$ cat src/rtl/sdik_pkg.sv
// ----------------------------------------------------------------------------
// Swerve drive kinematics package
// Shared types, register indexes and the arctangent table.
// ----------------------------------------------------------------------------
package sdik_pkg;

  localparam int unsigned NumWheels = 3;
  localparam int unsigned AccW      = 36;  // contact velocity, Q.26 with growth
  localparam int unsigned MulW      = 32;

  typedef enum logic [2:0] {
    RegFrontX = 3'd0,
    RegFrontY = 3'd1,
    RegLeftX  = 3'd2,
    RegLeftY  = 3'd3,
    RegRightX = 3'd4,
    RegRightY = 3'd5,
    RegInvRad = 3'd6,
    RegThresh = 3'd7
  } reg_idx_e;

  typedef enum logic [2:0] {
    StIdle,
    StMulA,
    StMulB,
    StCordic,
    StMag,
    StSpeed,
    StNext,
    StDone
  } state_e;

  // Bit-serial multiplier request/status.
  typedef struct packed {
    logic start;
  } mul_ctrl_t;

  typedef struct packed {
    logic busy;
    logic done;
  } mul_stat_t;

  // Arctangent table, one turn equals 2^32.
  function automatic logic [31:0] atan_turn(input logic [4:0] idx);
    logic [31:0] r;
    begin
      case (idx)
        5'd0:  r = 32'd536870912;
        5'd1:  r = 32'd316933406;
        5'd2:  r = 32'd167458907;
        5'd3:  r = 32'd85004756;
        5'd4:  r = 32'd42667331;
        5'd5:  r = 32'd21354465;
        5'd6:  r = 32'd10679838;
        5'd7:  r = 32'd5340245;
        5'd8:  r = 32'd2670163;
        5'd9:  r = 32'd1335087;
        5'd10: r = 32'd667544;
        5'd11: r = 32'd333772;
        5'd12: r = 32'd166886;
        5'd13: r = 32'd83443;
        5'd14: r = 32'd41722;
        5'd15: r = 32'd20861;
        5'd16: r = 32'd10430;
        5'd17: r = 32'd5215;
        5'd18: r = 32'd2608;
        5'd19: r = 32'd1304;
        5'd20: r = 32'd652;
        5'd21: r = 32'd326;
        5'd22: r = 32'd163;
        5'd23: r = 32'd81;
        default: r = 32'd0;
      endcase
      return r;
    end
  endfunction

endpackage

$ cat src/rtl/sdik_serial_mul.sv
// ----------------------------------------------------------------------------
// Bit-serial unsigned multiplier
// Shift-and-add multiply, one multiplier bit per cycle.
// ----------------------------------------------------------------------------
module sdik_serial_mul (
  input  logic                              clk_i,
  input  logic                              rst_ni,
  input  sdik_pkg::mul_ctrl_t               ctrl_i,
  input  logic [sdik_pkg::MulW-1:0]         a_i,
  input  logic [sdik_pkg::MulW-1:0]         b_i,
  output sdik_pkg::mul_stat_t               stat_o,
  output logic [2*sdik_pkg::MulW-1:0]       prod_o
);
  import sdik_pkg::*;

  logic [2*MulW-1:0] acc_q, acc_d;
  logic [2*MulW-1:0] mcand_q, mcand_d;
  logic [MulW-1:0]   mplier_q, mplier_d;
  logic [5:0]        cnt_q, cnt_d;
  logic              busy_q, busy_d, done_q, done_d;

  // One multiplier bit is consumed per cycle.
  always_comb begin
    acc_d = acc_q; mcand_d = mcand_q; mplier_d = mplier_q;
    cnt_d = cnt_q; busy_d = busy_q; done_d = 1'b0;
    if (ctrl_i.start) begin
      acc_d = '0; mcand_d = {{MulW{1'b0}}, a_i}; mplier_d = b_i;
      cnt_d = 6'(MulW); busy_d = 1'b1;
    end else if (busy_q) begin
      if (mplier_q[0]) acc_d = acc_q + mcand_q;
      mcand_d  = mcand_q << 1;
      mplier_d = mplier_q >> 1;
      cnt_d    = cnt_q - 6'd1;
      if (cnt_q == 6'd1) begin
        busy_d = 1'b0; done_d = 1'b1;
      end
    end
  end

  always_ff @(posedge clk_i or negedge rst_ni) begin
    if (!rst_ni) begin
      busy_q <= 1'b0; done_q <= 1'b0; cnt_q <= '0;
    end else begin
      busy_q <= busy_d; done_q <= done_d; cnt_q <= cnt_d;
    end
  end

  always_ff @(posedge clk_i) begin
    acc_q <= acc_d; mcand_q <= mcand_d; mplier_q <= mplier_d;
  end

  assign stat_o.busy = busy_q;
  assign stat_o.done = done_q;
  assign prod_o      = acc_q;
endmodule

$ cat src/rtl/swerve_drive_inverse_kinematics.sv
// ----------------------------------------------------------------------------
// Swerve drive inverse kinematics
// Steer angle and wheel speed for three steerable wheels.
// ----------------------------------------------------------------------------
// One command is processed at a time, and the three wheels are handled in turn.
// Each wheel takes two bit-serial products for w*y and w*x, CORDIC_STAGES
// CORDIC vectoring iterations at one per cycle, a gain-correction product,
// a speed product and a step in StNext to move to the next wheel. Most of the
// processing time is spent in the shared bit-serial multiplier. The result
// register holds until transferred, and the next command is accepted in the
// cycle after the result has been taken.
module swerve_drive_inverse_kinematics #(
  parameter int unsigned CORDIC_STAGES = 16
) (
  input  logic        clk_i,
  input  logic        rst_ni,
  input  logic        in_valid_i,
  output logic        in_ready_o,
  input  logic signed [15:0] vel_x_i,
  input  logic signed [15:0] vel_y_i,
  input  logic signed [15:0] yaw_rate_i,
  output logic        out_valid_o,
  input  logic        out_ready_i,
  output logic signed [15:0] steer_angle_a_o,
  output logic signed [15:0] steer_angle_b_o,
  output logic signed [15:0] steer_angle_c_o,
  output logic [23:0] wheel_speed_a_o,
  output logic [23:0] wheel_speed_b_o,
  output logic [23:0] wheel_speed_c_o,
  input  logic        cfg_we_i,
  input  logic [2:0]  cfg_idx_i,
  input  logic [15:0] cfg_data_i
);
  import sdik_pkg::*;

  localparam int unsigned StW = $clog2(CORDIC_STAGES + 1);
  localparam logic [31:0] InvGain = 32'h9B74EDA8;

  // Configuration registers.
  logic [15:0] pos_x_q [NumWheels];
  logic [15:0] pos_y_q [NumWheels];
  logic [15:0] inv_rad_q, thresh_q;

  always_ff @(posedge clk_i or negedge rst_ni) begin
    if (!rst_ni) begin
      pos_x_q[0] <= 16'd4096;  pos_y_q[0] <= 16'd0;
      pos_x_q[1] <= 16'hF800;  pos_y_q[1] <= 16'd3547;
      pos_x_q[2] <= 16'hF800;  pos_y_q[2] <= 16'hF225;
      inv_rad_q  <= 16'd2560;  thresh_q   <= 16'd0;
    end else if (cfg_we_i) begin
      case (reg_idx_e'(cfg_idx_i))
        RegFrontX: pos_x_q[0] <= cfg_data_i;
        RegFrontY: pos_y_q[0] <= cfg_data_i;
        RegLeftX:  pos_x_q[1] <= cfg_data_i;
        RegLeftY:  pos_y_q[1] <= cfg_data_i;
        RegRightX: pos_x_q[2] <= cfg_data_i;
        RegRightY: pos_y_q[2] <= cfg_data_i;
        RegInvRad: inv_rad_q  <= cfg_data_i;
        RegThresh: thresh_q   <= cfg_data_i;
        default: ;
      endcase
    end
  end

  // Control and datapath registers.
  state_e state_q, state_d;
  logic [1:0] wheel_q, wheel_d;
  logic [StW-1:0] iter_q, iter_d;
  logic signed [15:0] vx_q, vy_q, w_q;
  logic signed [AccW-1:0] cx_q, cx_d, cy_q, cy_d;
  logic [31:0] ang_q, ang_d;
  logic [39:0] mag_q, mag_d;
  logic [15:0] held_q [NumWheels];
  logic [15:0] ang_out_q [NumWheels];
  logic [23:0] spd_out_q [NumWheels];
  logic held_we, out_we;
  logic [15:0] ang_new, ang_wr;
  logic [23:0] spd_wr;

  // Shared multiplier, signed operands handled by magnitude and sign.
  mul_ctrl_t mul_ctrl;
  mul_stat_t mul_stat;
  logic [MulW-1:0] mul_a, mul_b;
  logic [2*MulW-1:0] mul_p;
  logic mul_neg;

  sdik_serial_mul u_mul (
    .clk_i, .rst_ni, .ctrl_i(mul_ctrl), .a_i(mul_a), .b_i(mul_b),
    .stat_o(mul_stat), .prod_o(mul_p)
  );

  logic signed [15:0] py_sel, px_sel, w_cur;
  logic [15:0] w_abs, p_abs, p_nxt;
  logic signed [AccW-1:0] prod_s, dx, dy, base_x, base_y;
  logic [4:0] iter5;
  logic [39:0] thr_ext;

  assign py_sel = signed'(pos_y_q[wheel_q]);
  assign px_sel = signed'(pos_x_q[wheel_q]);
  // The first product starts in the accepting cycle, before the command is registered.
  assign w_cur  = (state_q == StIdle) ? yaw_rate_i : w_q;
  assign w_abs  = w_cur[15] ? 16'(-w_cur) : w_cur;
  assign prod_s = mul_neg ? -signed'(AccW'(mul_p)) : signed'(AccW'(mul_p));
  assign base_x = AccW'(vx_q) <<< 14;
  assign base_y = AccW'(vy_q) <<< 14;
  assign dx = cy_q >>> iter_q;
  assign dy = cx_q >>> iter_q;
  assign iter5 = 5'(iter_q);
  assign ang_new = 16'((ang_q + 32'h8000) >> 16);
  assign thr_ext = {20'd0, thresh_q, 4'd0};

  // Sign of the product that finishes in the current state.
  always_comb begin
    mul_neg = 1'b0;
    case (state_q)
      StMulA: mul_neg = w_q[15] ^ py_sel[15];
      StMulB: mul_neg = w_q[15] ^ px_sel[15];
      default: ;
    endcase
  end

  // Sequencer: products, CORDIC iterations, magnitude and speed.
  always_comb begin
    state_d = state_q; wheel_d = wheel_q; iter_d = iter_q;
    cx_d = cx_q; cy_d = cy_q; ang_d = ang_q; mag_d = mag_q;
    mul_ctrl.start = 1'b0; mul_a = {16'd0, w_abs}; mul_b = '0;
    held_we = 1'b0; out_we = 1'b0; ang_wr = held_q[wheel_q]; spd_wr = '0;
    in_ready_o = 1'b0;
    p_nxt = '0; p_abs = '0;
    case (state_q)
      StIdle: begin
        in_ready_o = 1'b1;
        if (in_valid_i) begin
          state_d = StMulA; wheel_d = '0; mul_ctrl.start = 1'b1;
        end
      end
      StMulA: begin
        if (mul_stat.done) begin
          cx_d = base_x - prod_s;
          state_d = StMulB; mul_ctrl.start = 1'b1;
        end
      end
      StMulB: begin
        if (mul_stat.done) begin
          cy_d = base_y + prod_s;
          ang_d = '0;
          if (cx_q[AccW-1]) begin
            cx_d = -cx_q; cy_d = -(base_y + prod_s); ang_d = 32'h80000000;
          end
          iter_d = '0; state_d = StCordic;
        end
      end
      StCordic: begin
        if (!cy_q[AccW-1]) begin
          cx_d = cx_q + dx; cy_d = cy_q - dy; ang_d = ang_q + atan_turn(iter5);
        end else begin
          cx_d = cx_q - dx; cy_d = cy_q + dy; ang_d = ang_q - atan_turn(iter5);
        end
        iter_d = iter_q + 1'b1;
        if (iter_q == StW'(CORDIC_STAGES - 1)) begin
          state_d = StMag;
          mul_ctrl.start = 1'b1;
        end
        mul_a = cx_d[AccW-1] ? '0 : 32'(cx_d[AccW-2:10]);
        mul_b = InvGain;
      end
      StMag: begin
        if (mul_stat.done) begin
          mag_d = 40'(mul_p >> 32);
          state_d = StSpeed;
          mul_ctrl.start = 1'b1;
        end
        mul_a = mag_d[31:0];
        mul_b = {16'd0, inv_rad_q};
      end
      StSpeed: begin
        if (mul_stat.done) begin
          out_we = 1'b1;
          if (mag_q <= thr_ext) begin
            ang_wr = held_q[wheel_q]; spd_wr = '0;
          end else begin
            held_we = 1'b1; ang_wr = ang_new;
            spd_wr = (mul_p[63:36] != '0) ? 24'hFFFFFF : mul_p[35:12];
          end
          state_d = StNext;
        end
      end
      StNext: begin
        if (wheel_q == 2'(NumWheels - 1)) begin
          state_d = StDone;
        end else begin
          wheel_d = wheel_q + 2'd1; state_d = StMulA; mul_ctrl.start = 1'b1;
        end
      end
      StDone: begin
        if (out_ready_i) state_d = StIdle;
      end
      default: state_d = StIdle;
    endcase
    // A position product takes the position of the wheel and state it starts for.
    if (state_d == StMulA || state_d == StMulB) begin
      p_nxt = (state_d == StMulB) ? pos_x_q[wheel_d] : pos_y_q[wheel_d];
      p_abs = p_nxt[15] ? 16'(-p_nxt) : p_nxt;
      mul_b = {16'd0, p_abs};
    end
  end

  always_ff @(posedge clk_i or negedge rst_ni) begin
    if (!rst_ni) begin
      state_q <= StIdle; wheel_q <= '0; iter_q <= '0;
      for (int i = 0; i < NumWheels; i++) held_q[i] <= '0;
    end else begin
      state_q <= state_d; wheel_q <= wheel_d; iter_q <= iter_d;
      if (held_we) held_q[wheel_q] <= ang_new;
    end
  end

  always_ff @(posedge clk_i) begin
    cx_q <= cx_d; cy_q <= cy_d; ang_q <= ang_d; mag_q <= mag_d;
    if (in_ready_o && in_valid_i) begin
      vx_q <= vel_x_i; vy_q <= vel_y_i; w_q <= yaw_rate_i;
    end
    if (out_we) begin
      ang_out_q[wheel_q] <= ang_wr; spd_out_q[wheel_q] <= spd_wr;
    end
  end

  assign out_valid_o     = (state_q == StDone);
  assign steer_angle_a_o = ang_out_q[0];
  assign steer_angle_b_o = ang_out_q[1];
  assign steer_angle_c_o = ang_out_q[2];
  assign wheel_speed_a_o = spd_out_q[0];
  assign wheel_speed_b_o = spd_out_q[1];
  assign wheel_speed_c_o = spd_out_q[2];
endmodule

$ cat config.mk
export PLATFORM = sky130hd
export DESIGN_NAME = swerve_drive_inverse_kinematics
export DESIGN_NICKNAME = d
export VERILOG_FILES = /design/src/rtl/sdik_pkg.sv /design/src/rtl/sdik_serial_mul.sv /design/src/rtl/swerve_drive_inverse_kinematics.sv
export SDC_FILE = /design/constraint.sdc
export NUM_CORES = 2
export LEC_CHECK = 0
export BUFFER_PORTS_ARGS = -buffer_cell sky130_fd_sc_hd__buf_4
export CORE_MARGIN = 4
export CORE_UTILIZATION = 55
export DETAILED_ROUTE_END_ITERATION = 7
export PLACE_DENSITY = 0.72
export SETUP_SLACK_MARGIN = 0.2
export SLEW_MARGIN = 25
export SYNTH_ARGS = -nofsm -noshare
export SYNTH_HDL_FRONTEND = slang
export SYNTH_SLANG_ARGS = --single-unit
$ cat constraint.sdc
create_clock -name clk_i -period 9.4 [get_ports clk_i]
set_input_delay 0.47 -clock clk_i [delete_from_list [all_inputs] [get_ports clk_i]]
set_output_delay 0.47 -clock clk_i [all_outputs]
set_load 0.01 [all_outputs]
==> impl_metrics.csv <==
group,metric,value,unit
outcome,status,"finished, final reports clean",
placed_design,io_buffer_count,193,
synthesis,seq_area_frac_synth,0.361,
synthesis,async_flop_share,0.295,
global_route,overflow,0,
critical_path,cpLargestDelayFamily,"compound AO/OA/AOI/OAI gates",
synthesis,syn_nets,5449,
global_route,use_met3,0.0473,
power,internal_power,5920,uW
finish,final_cell_mix,"nand2_1, nor2_1, a21oi_1",
clock_network,cts_root_buffer,"clkbuf_16",
sta,fin_skew,0.0252,ns
route,post_drt_wl_per_cell,25.0,um
route,drt-initial-drc-count,4954,
placed_design,place_area,0.0518,sq mm
sta,hold_viol_final,0,
global_route,grt_pass1_wl,245,mm
global_route,grt_pass1_vias,41200,
sta,setup_tns,0,ns
synthesis,yosys.cell_types.count,118,
critical_path,cpPeakStageDelay,1.03,ns
global_route,grt_usage,0.332,
power,seq_power_share,0.396,
clock_network,cts.path.max_buffers,3,
clock_network,clk_latency,0.67,ns
die,rows,109,
synthesis,synth_edf_count,368,
critical_path,end_kind,"flop",
placed_design,gp_congestion,1.04,
synthesis,synth_area,0.0495,sq mm
finish,layout.nets,5550,
die,die_area,0.0948,sq mm
sta,finalCriticalPeriod,8.07,ns
global_route,grt_max_degree,90,
sta,rsz0062_at_grt,"false",
global_route,antenna_found_initial,2,
critical_path,startpoint_type,"flop",
critical_path,crit_chain,"buf_12, mux4_2, mux2_2, a2111oi_2, ha_1, and2_1, and3_1, nand2_1, nor3_1, and3_1, a31oi_1, xor2_1, ha_1, a21o_1, a21o_1, a21o_1, and2_1, a221o_1, o211ai_1, a21oi_1, or3b_2, a211oi_1, and3b_1",
synthesis,synth_area_leaders,"edfxtp_1, dfrtp_1, ha_1",
finish,fin_area,0.0548,sq mm
synthesis,synth-main-ff-cell,"edfxtp_1",
placed_design,hpwl,118,mm
flow_run,cap_violations,0,
sta,setup_viol_count_final,0,
die,die_w,308,um
finish,drive_above_1_share,0.166,
synthesis,synth.largest_area_cell,"edfxtp_1",
clock_network,cts.sinks,658,
critical_path,arrival,8.50,ns
critical_path,cpMostUsedCell,"a21o_1",
synthesis,syn_area_per_cell,9.65,sq um
clock_network,path_clk_slew,0.06,ns
critical_path,cp_data_required_time,9.84,ns
clock_network,numCtsBuffers,75,
route,vias,42700,
power,pwr-share-comb,0.272,
die,start_util,0.557,
power,power_density,162,mW/mm^2
critical_path,crit_type,"flop to flop",
route,first_pass_iters,6,
clock_network,cts_tree,"yes",
synthesis,yosysWarnings,0,
hold_path,hold_class,"input pin to flop",
global_route,use_met1,0.432,
power,clkPwrFrac,0.332,
synthesis,synth_cells,5128,
sta,slew_viol_final,0,
route,post-route-drc-count,0,
sta,post-route-period-util,0.858,
die,pin_count,194,
critical_path,worst_path_max_delay_cell,"dfrtp_4",
critical_path,crit_fanout,63,
synthesis,ys_seq_elements,658,
finish,syn_to_final_growth,10.7,%
power,ir_worst_vdd,0.000169,V
route,route.antenna.remaining_nets,0,
sta,max_freq,0.124,GHz
clock_network,h-tree-depth,3,
finish,final_common_cell,"nand2_1",
die,coreArea,0.0888,sq mm
power,p_sw,2960,uW
sta,tightest_slew,1.10,ns
route,routed_via_density,6.62,
global_route,gr-usage-met2,0.539,
power,p_leak,0.0215,uW
synthesis,synth_top_area_share,0.223,
die,die-height,308,um
sta,max_slew_margin,0.256,
route,routed_wl,161,mm
critical_path,cp_num_buf_inv,1,
power,swShare,0.333,
global_route,busiest_layer,"met2",
-- power by group through the flow --
stage                     combinational (uW)  clock [uW]  sequential [uW]
after floorplan                         1780           0             3440
after global placement                  2320           0             3550
after detailed placement                2360           0             3560
after CTS                               2390        2990             3500
after global routing                    2640        3120             3530
final                                   2420        2950             3520
-- cell usage after synthesis, drive strengths merged (15+ instances only) --
master	n
a31oi	74
inv	150
o22ai	50
nand3	106
a21o	128
a221o	16
dfxtp	96
mux2	277
and2	49
a22oi	27
dfrtp	164
dfstp	30
xor2	138
a211o	16
buf	105
or4	17
o31ai	35
and3	54
nand2b	41
mux4	88
clkbuf	185
mux2i	171
o211ai	31
nor2b	41
nor3b	19
a211oi	35
a21boi	15
o21ai	247
o221ai	34
nand2	423
xnor2	251
nor4	33
o31a	16
a21oi	390
or2	19
edfxtp	368
o21a	76
or3	37
o21bai	27
nor2	418
nor3	113
a221oi	41
ha	244
nand4	40
-- cell type report --
cell class                      count  area, sq um
Clock buffer                      105         2060
Timing Repair Buffer              314         2520
Clock inverter                     32          398
Multi-Input combinational cell   4027        29900
Sequential cell                   658        17900
Inverter                          153          574
Tap cell                         1165         1460
Fill cell                        7381        34000
Antenna cell                        1         2.50
-- per-stage QoR --
step	hold slack (ns)	power, uW	setup WS [ns]	cells	utilization
CTS	0.00254	8880	1.46	6453	0.617
finish	0.0494	8890	1.33	6455	0.617
global route	0.0310	9290	0.912	6455	0.617
detailed placement	0.491	5910	1.49	6271	0.584
global placement	0.482	5870	1.40	6270	0.584
floorplan	0.174	5220	3.00	5128	-
-- worst register-to-register path: cells and delay by family, from the launching register on --
kind / cells / cell delay (ns)
AO/OA/AOI/OAI: 9 / 2.30
AND/OR/NAND/NOR: 8 / 2.24
flip-flops: 1 / 1.03
multiplexers: 2 / 0.94
adder cells (fa/ha/maj): 2 / 0.66
buffers and inverters: 1 / 0.48
XOR/XNOR: 1 / 0.16
-- per-layer routing --
metal	up-vias	part of all wire
met5	-	0
met1	20800	0.40
li1	19400	-
met2	2015	0.46
met3	497	0.074
met4	0	0.062
-- state kept, by name, indices dropped and copies added, names as in the netlist, 2 cells and up --
name and count:
u_mul.cnt_q 6, cy_q 36, ang_out_q 48, u_mul.prod_o 64
spd_out_q 72, pos_y_q 48, mag_q 32, vy_q 16
u_mul.mplier_q 32, vx_q 16, iter5 5, cx_q 36
wheel_q 2, w_q 16, u_mul.mcand_q 64, pos_x_q 48
state_q 3, thresh_q 16, inv_rad_q 16, held_q 48
ang_q 32
-- kinds of logic (layout without fill, tap and decap cells) --
| kind of cell | after synthesis | after routing | share of synthesized area |
|---|---|---|---|
| AO/OA/AOI/OAI | 1385 | 1385 | 0.187 |
| multiplexers | 536 | 536 | 0.138 |
| adder cells (fa/ha/maj) | 249 | 249 | 0.0637 |
| other | 0 | 1 | 0 |
| buffers and inverters | 443 | 604 | 0.0379 |
| XOR/XNOR | 389 | 389 | 0.0689 |
| AND/OR/NAND/NOR | 1468 | 1468 | 0.144 |
| flip-flops | 658 | 658 | 0.361 |
-- what timing repair did --
item | 4_1_cts | 5_1_grt
setup endpoints to repair | 0 | 0
setup buffers | 0 | 0
hold endpoints to repair | 113 | 0
gates resized for setup | 0 | 0
hold buffers | 45 | 0
-- worst paths after layout --
check                                       from          endpoint  slack (ns)  cells after the start
worst max-delay path                    iter5[0]          cy_q[35]        1.33                     23
worst min-delay path                  vel_x_i[2]           vx_q[2]        0.05                      1
worst max register to register          iter5[0]          cy_q[35]        1.33                     23
worst min register to register  u_mul.prod_o[62]  u_mul.prod_o[62]        0.50                      2
max in group asynchronous                 rst_ni          iter5[2]        6.77                      4
min in group asynchronous                 rst_ni       pos_x_q[21]        0.43                      2
No activity file was read; power rests on OpenSTA's default activity.
